### src/rtl/integer_to_radix_ascii_assert.svh
// assertion macros for the integer to radix ascii block
`ifndef INTEGER_TO_RADIX_ASCII_ASSERT_SVH
`define INTEGER_TO_RADIX_ASCII_ASSERT_SVH

// same-cycle implication, sampled on clk, off during rst
`define ITOA_ASSERT_NOW(label, ante, cons) \
  label: assert property (@(posedge clk) disable iff (rst) (ante) |-> (cons)) \
    else $error("itoa assertion failed");

// next-cycle implication, sampled on clk, off during rst
`define ITOA_ASSERT_NEXT(label, ante, cons) \
  label: assert property (@(posedge clk) disable iff (rst) (ante) |=> (cons)) \
    else $error("itoa assertion failed");

`endif

### src/rtl/itoa_pkg.sv
// shared constants and helper functions for the integer to radix ascii block
`timescale 1ns / 1ps

package itoa_pkg;

  localparam int unsigned VALUE_W = 32;
  localparam int unsigned RADIX_W = 5;
  localparam int unsigned CHAR_W  = 7;
  localparam int unsigned DIGIT_W = 4;

  localparam logic [RADIX_W-1:0] RADIX_MIN = 5'd2;
  localparam logic [RADIX_W-1:0] RADIX_MAX = 5'd16;

  localparam logic [CHAR_W-1:0] CHAR_ZERO  = 7'h30;
  localparam logic [CHAR_W-1:0] CHAR_A     = 7'h41;
  localparam logic [CHAR_W-1:0] CHAR_MINUS = 7'h2D;

  localparam logic OP_SIGNED   = 1'b0;
  localparam logic OP_UNSIGNED = 1'b1;

  function automatic logic [RADIX_W-1:0] clamp_radix(input logic [RADIX_W-1:0] r);
    logic [RADIX_W-1:0] b;
    b = r;
    if (r < RADIX_MIN) begin
      b = RADIX_MIN;
    end else if (r > RADIX_MAX) begin
      b = RADIX_MAX;
    end
    return b;
  endfunction

  function automatic logic [CHAR_W-1:0] digit_char(input logic [DIGIT_W-1:0] d);
    logic [CHAR_W-1:0] c;
    if (d < 4'd10) begin
      c = CHAR_ZERO + CHAR_W'(d);
    end else begin
      c = CHAR_A + CHAR_W'(d - 4'd10);
    end
    return c;
  endfunction

endpackage

### src/rtl/itoa_in_if.sv
// input channel: number, reading mode and base
`timescale 1ns / 1ps

interface itoa_in_if;
  import itoa_pkg::*;

  logic               valid;
  logic               ready;
  logic               opcode;
  logic [VALUE_W-1:0] value;
  logic [RADIX_W-1:0] radix;

  modport source (output valid, output opcode, output value, output radix, input ready);
  modport sink   (input valid, input opcode, input value, input radix, output ready);
endinterface

### src/rtl/itoa_out_if.sv
// output channel: one ascii character per item
`timescale 1ns / 1ps

interface itoa_out_if;
  import itoa_pkg::*;

  logic              valid;
  logic              ready;
  logic [CHAR_W-1:0] char_code;
  logic              is_last;

  modport source (output valid, output char_code, output is_last, input ready);
  modport sink   (input valid, input char_code, input is_last, output ready);
endinterface

### src/rtl/integer_to_radix_ascii.sv
// forms d digits (d from 1 to 32), then emits a minus sign if negative and the digits,
// one item per cycle while dout.ready is high; each digit is one division by the base,
// 8 quotient bits per cycle through one shared restoring divide step
// a new number is taken only after the last item of the previous one has been sent
// reset: rst is synchronous and active high, returns the sequencer to idle
`timescale 1ns / 1ps
`include "integer_to_radix_ascii_assert.svh"

module integer_to_radix_ascii (
  input logic clk,
  input logic rst,
  itoa_in_if.sink    din,
  itoa_out_if.source dout
);
  import itoa_pkg::*;

  localparam logic [1:0] S_IDLE = 2'd0;
  localparam logic [1:0] S_DIV  = 2'd1;
  localparam logic [1:0] S_EMIT = 2'd2;

  localparam int unsigned CHUNK_W  = 8;
  localparam int unsigned NCHUNK   = VALUE_W / CHUNK_W;
  localparam int unsigned CHUNKC_W = $clog2(NCHUNK);
  localparam int unsigned IDX_W    = $clog2(VALUE_W);

  logic [1:0]          state;
  logic [VALUE_W-1:0]  work;
  logic [DIGIT_W-1:0]  rem;
  logic [RADIX_W-1:0]  base;
  logic [CHUNKC_W-1:0] chunk;
  logic [IDX_W-1:0]    idx;
  logic                neg;
  logic [DIGIT_W-1:0]  digits [VALUE_W];

  logic [CHUNK_W-1:0]  qbits;
  logic [DIGIT_W-1:0]  r_step;
  logic [RADIX_W-1:0]  t_step;
  logic [VALUE_W-1:0]  work_next;
  logic                last_chunk;

  // shared divide step: 8 quotient bits per cycle, remainder stays below base
  always_comb begin
    r_step = rem;
    t_step = '0;
    qbits  = '0;
    for (int i = 0; i < CHUNK_W; i++) begin
      t_step = {r_step, work[VALUE_W-1-i]};
      if (t_step >= base) begin
        qbits[CHUNK_W-1-i] = 1'b1;
        r_step = DIGIT_W'(t_step - base);
      end else begin
        qbits[CHUNK_W-1-i] = 1'b0;
        r_step = t_step[DIGIT_W-1:0];
      end
    end
    work_next  = {work[VALUE_W-CHUNK_W-1:0], qbits};
    last_chunk = (chunk == CHUNKC_W'(NCHUNK - 1));
  end

  always_ff @(posedge clk) begin
    if (rst) begin
      state <= S_IDLE;
      chunk <= '0;
      idx   <= '0;
      neg   <= 1'b0;
    end else begin
      unique case (state)
        S_IDLE: begin
          if (din.valid) begin
            neg   <= (din.opcode == OP_SIGNED) && din.value[VALUE_W-1];
            chunk <= '0;
            idx   <= '0;
            state <= S_DIV;
          end
        end
        S_DIV: begin
          chunk <= chunk + 1'b1;
          if (last_chunk) begin
            if (work_next == '0) begin
              state <= S_EMIT;
            end else begin
              idx <= idx + 1'b1;
            end
          end
        end
        S_EMIT: begin
          if (dout.ready) begin
            if (neg) begin
              neg <= 1'b0;
            end else if (idx == '0) begin
              state <= S_IDLE;
            end else begin
              idx <= idx - 1'b1;
            end
          end
        end
        default: begin
          state <= S_IDLE;
        end
      endcase
    end
  end

  // datapath registers
  always_ff @(posedge clk) begin
    if (state == S_IDLE && din.valid) begin
      work <= (din.opcode == OP_SIGNED && din.value[VALUE_W-1]) ? -din.value : din.value;
      base <= clamp_radix(din.radix);
      rem  <= '0;
    end else if (state == S_DIV) begin
      work <= work_next;
      if (last_chunk) begin
        rem         <= '0;
        digits[idx] <= r_step;
      end else begin
        rem <= r_step;
      end
    end
  end

  assign din.ready      = (state == S_IDLE);
  assign dout.valid     = (state == S_EMIT);
  assign dout.char_code = neg ? CHAR_MINUS : digit_char(digits[idx]);
  assign dout.is_last   = !neg && (idx == '0);

  `ITOA_ASSERT_NOW(a_one_side, din.ready, !dout.valid)
  `ITOA_ASSERT_NEXT(a_start_div, din.valid && din.ready, state == S_DIV && chunk == '0)
  `ITOA_ASSERT_NOW(a_rem_below_base, state == S_DIV, {1'b0, rem} < base)
  `ITOA_ASSERT_NEXT(a_last_frees, dout.valid && dout.ready && dout.is_last, din.ready)

endmodule

### src/flat_wrapper.sv
// flat-port wrapper written by rule: the top's interface ports become plain ports
module integer_to_radix_ascii_flat import itoa_pkg::*;
  (clk, rst, din_valid, din_opcode, din_value, din_radix, din_ready, dout_valid, dout_char_code, dout_is_last, dout_ready);
  itoa_in_if din_i ();
  itoa_out_if dout_i ();
  input logic clk;
  input logic rst;
  input wire logic [$bits(din_i.valid)-1:0] din_valid;
  input wire logic [$bits(din_i.opcode)-1:0] din_opcode;
  input wire logic [$bits(din_i.value)-1:0] din_value;
  input wire logic [$bits(din_i.radix)-1:0] din_radix;
  output wire logic [$bits(din_i.ready)-1:0] din_ready;
  output wire logic [$bits(dout_i.valid)-1:0] dout_valid;
  output wire logic [$bits(dout_i.char_code)-1:0] dout_char_code;
  output wire logic [$bits(dout_i.is_last)-1:0] dout_is_last;
  input wire logic [$bits(dout_i.ready)-1:0] dout_ready;
  assign din_i.valid = din_valid;
  assign din_i.opcode = din_opcode;
  assign din_i.value = din_value;
  assign din_i.radix = din_radix;
  assign din_ready = din_i.ready;
  assign dout_valid = dout_i.valid;
  assign dout_char_code = dout_i.char_code;
  assign dout_is_last = dout_i.is_last;
  assign dout_i.ready = dout_ready;
  integer_to_radix_ascii u_core (.clk(clk), .rst(rst), .din(din_i), .dout(dout_i));
endmodule
### config.mk
export PLATFORM = sky130hd
export DESIGN_NAME = integer_to_radix_ascii_flat
export DESIGN_NICKNAME = d
export VERILOG_FILES = /design/src/rtl/itoa_pkg.sv /design/src/rtl/itoa_in_if.sv /design/src/rtl/itoa_out_if.sv /design/src/rtl/integer_to_radix_ascii.sv /design/src/flat_wrapper.sv
export VERILOG_INCLUDE_DIRS = /design/src /design/src/rtl
export SDC_FILE = /design/constraint.sdc
export NUM_CORES = 1
export LEC_CHECK = 0
export ABC_AREA = 1
export BUFFER_PORTS_ARGS = -buffer_cell sky130_fd_sc_hd__buf_2
export CORE_ASPECT_RATIO = 1.2
export CORE_UTILIZATION = 45
export CTS_CLUSTER_SIZE = 12
export DETAILED_ROUTE_END_ITERATION = 7
export SLEW_MARGIN = 5
export SYNTH_ARGS = -nofsm -noshare
export SYNTH_HDL_FRONTEND = slang
export SYNTH_SLANG_ARGS = --single-unit
export TNS_END_PERCENT = 1
### constraint.sdc
create_clock -name clk -period 10.8 [get_ports clk]
set_input_delay 1.62 -clock clk [delete_from_list [all_inputs] [get_ports clk]]
set_output_delay 1.62 -clock clk [all_outputs]
set_load 0.02 [all_outputs]
==> impl_metrics.env <==
export IMPL_final_nets=1402
export IMPL_max_stage_delay_ns=0.40
export IMPL_drt_iter0_markers=489
export IMPL_routed_wl_um=26000
export IMPL_synth_seq_area_share=0.496
export IMPL_max_slew_worst_pin_slew_ns=1.13
export IMPL_status="finished clean"
export IMPL_cp_arrival_ns=10.28
export IMPL_cts_buffers=17
export IMPL_grt_max_degree=66
export IMPL_grt_overflow=0
export IMPL_cts_sinks=184
export IMPL_cp_end_kind="register"
export IMPL_core_area_um2=23400
export IMPL_utilization=0.513
export IMPL_endpoint="u_core.digits[27][1]$_DFFE_PP_"
export IMPL_dieArea_um2=24500
export IMPL_yosysWarnings=0
export IMPL_period_share=0.925
export IMPL_synthArstFlopShare=0
export IMPL_path_depth=57
export IMPL_synth_seq_cells=184
export IMPL_max_slew_margin_rel=0.248
export IMPL_finalCriticalPeriod_ns=9.99
export IMPL_grt_pass1_vias=8216
export IMPL_cp_start_kind="register"
export IMPL_port_buffers=51
export IMPL_worstPathMaxFanout=22
export IMPL_cts_root_buf="clkbuf_16"
export IMPL_drive_gt1_frac=0.110
export IMPL_crit_required_ns=11.09
export IMPL_r2r_end="u_core.digits[27][1]$_DFFE_PP_"
export IMPL_drt_antenna_violating_nets=0
export IMPL_diodes=0
export IMPL_cts_tree="done"
export IMPL_vias=8339
export IMPL_reg2reg_from="u_core.base[2]$_SDFFCE_PP0P_"
export IMPL_worst_path_max_delay_cell="nor2_1"
export IMPL_synth_top_cell_area_share=0.460
export IMPL_layout_common_cells="363 x nand2_1, 165 x edfxtp_1, 156 x nand3_1"
export IMPL_avgSynthCellArea_um2=8.69
export IMPL_synth_edf_count=165
export IMPL_start_util=0.461
export IMPL_gp_congestion=0.847
export IMPL_cpMostUsedCell="nand2_1"
export IMPL_cap_viol_max_count=0
export IMPL_drc=0
export IMPL_viasPerCell=5.13
export IMPL_skew_ns=0.0122
export IMPL_antenna_found_initial=0
export IMPL_syn_nets=1342
export IMPL_area_growth_synth_to_final_pct=11.3
export IMPL_wl_per_cell_um=16.0
export IMPL_grt_pass1_wl_um=41300
export IMPL_finalSetupViolations=0
export IMPL_path_clk_slew_ns=0.08
export IMPL_track_usage=0.223
export IMPL_place_detailed_hpwl_um=18300
export IMPL_synth_main_ff_cell="edfxtp_1"
export IMPL_stdcell_area_um2=12000
export IMPL_drv_slew=0
export IMPL_yosys_area_top_type="edfxtp_1"
export IMPL_die_w_um=143
export IMPL_fmax_ghz=0.100
export IMPL_synth_area_um2=10800
export IMPL_regToRegSetupSlack_ns=0.81
export IMPL_crit_type="register to register"
export IMPL_synthCells=1239
export IMPL_r2r_cells=57
export IMPL_holdCritPathClass="register to register"
export IMPL_std_cell_rows=61
export IMPL_placed_cell_area_um2=11300
export IMPL_synth_cell_types=41
export IMPL_num_io_pins=52
export IMPL_worst_skew_pair_late_latency_ns=0.44
export IMPL_synth_area_leaders="edfxtp_1 46%, nand2_1 13%, nand3_1 7.3%, ha_1 6.0%, nor2_1 4.2%"
export IMPL_drtPass1Iterations=4
export IMPL_worstSetupStartpoint="u_core.base[2]$_SDFFCE_PP0P_"
export IMPL_layout_commonest_cell="nand2_1"
export IMPL_cts_max_level=4
export IMPL_cts_buffer_depth=2
export IMPL_hold_viol_final=0
export IMPL_critPathBufInv=8
export IMPL_fp_dieH_um=171
export IMPL_critical_path_top_delay_family="simple AND/OR/NAND/NOR gates"
-- what timing repair did --
action | CTS | global route
gates resized for setup | 0 | 19
hold endpoints to repair | 0 | 0
hold buffers | 0 | 0
setup buffers | 0 | 4
setup endpoints to repair | 0 | 145
-- worst register-to-register path, delay by kind of cell, from the launching register on --
family          cells  cell delay (ns)
compound gates     15             2.97
fa+ha+maj           8             2.53
buf+inv             8             0.90
flops               1             0.37
simple gates       26             3.07
-- cell type report --
type                    count  area [um^2]
clock buffers              17          425
fillers                  2243        11400
repair buffers             74          444
clock inverters            15          141
inverters                 117          439
multi-input cells         905         4790
well taps                 315          394
flip-flops and latches    184         5340
-- stage by stage --
stage / worst slack (ns) / instances / hold slack (ns) / TNS (ns)
after global routing: -0.0614 / 1627 / 0.494 / -0.788
after CTS: 0.122 / 1621 / 0.480 / 0
after global placement: 0.496 / 1589 / 0.452 / 0
after floorplan: 0.0354 / 1239 / 0.430 / 0
after detailed placement: 0.179 / 1589 / 0.469 / 0
final: 0.806 / 1627 / 0.479 / 0
-- sequential cells by signal, summed over array words and instances, names as in the netlist, named ones only --
signal,count
u_core.idx,5
u_core.neg,1
u_core.chunk,2
u_core.work,32
u_core.rem,4
u_core.base,5
u_core.state,2
u_core.digits,128
-- cells by family (layout without fill, tap and decap cells) --
logic type / count (synthesis) / count (layout) / share of synthesized area
AND/OR/NAND/NOR: 688 / 690 / 0.270
flip-flops: 184 / 184 / 0.496
buffers and inverters: 152 / 223 / 0.0651
AO/OA/AOI/OAI: 117 / 117 / 0.0623
adder cells (fa/ha/maj): 61 / 61 / 0.0772
XOR/XNOR: 37 / 37 / 0.0301
-- routing by layer --
| metal | share of wire | global-route usage |
|---|---|---|
| met4 | 0.022 | 0.0813 |
| met1 | 0.42 | 0.257 |
| met2 | 0.53 | 0.416 |
| met5 | 0 | 0 |
| met3 | 0.029 | 0.0337 |
-- worst min path at each step --
stage,slack (ns),depth (start not counted),startpoint,to
2_1_floorplan,0.43,2,u_core.rem[3]$_SDFFE_PP0P_,u_core.rem[3]$_SDFFE_PP0P_
3_3_place_gp,0.45,2,u_core.chunk[1]$_SDFFE_PP0P_,u_core.chunk[1]$_SDFFE_PP0P_
3_5_place_dp,0.47,2,u_core.chunk[1]$_SDFFE_PP0P_,u_core.chunk[1]$_SDFFE_PP0P_
4_1_cts,0.48,2,u_core.chunk[1]$_SDFFE_PP0P_,u_core.chunk[1]$_SDFFE_PP0P_
5_1_grt,0.49,2,u_core.chunk[1]$_SDFFE_PP0P_,u_core.chunk[1]$_SDFFE_PP0P_
6_report,0.48,2,u_core.chunk[0]$_SDFFE_PP0P_,u_core.chunk[0]$_SDFFE_PP0P_
-- synth_stat cells (3+ instances only) --
cell type and number:
a21o_1 13, a21oi_1 17, a31oi_1 7, buf_2 5
buf_4 5, buf_6 14, clkbuf_1 10, dfxtp_1 19
edfxtp_1 165, fa_1 9, ha_1 52, inv_1 113
inv_2 3, nand2_1 363, nand2_2 5, nand3_1 156
nand4_1 3, nor2_1 119, nor2_2 15, nor3_1 9
nor4_1 5, o211ai_1 5, o21ai_0 60, o21ai_1 3
o31ai_1 3, or2_2 4, xnor2_1 8, xor2_1 29
Power is left out: the tool's default activity adds up to more than one toggle a clock period on the data nets, which glitch-free logic cannot reach.
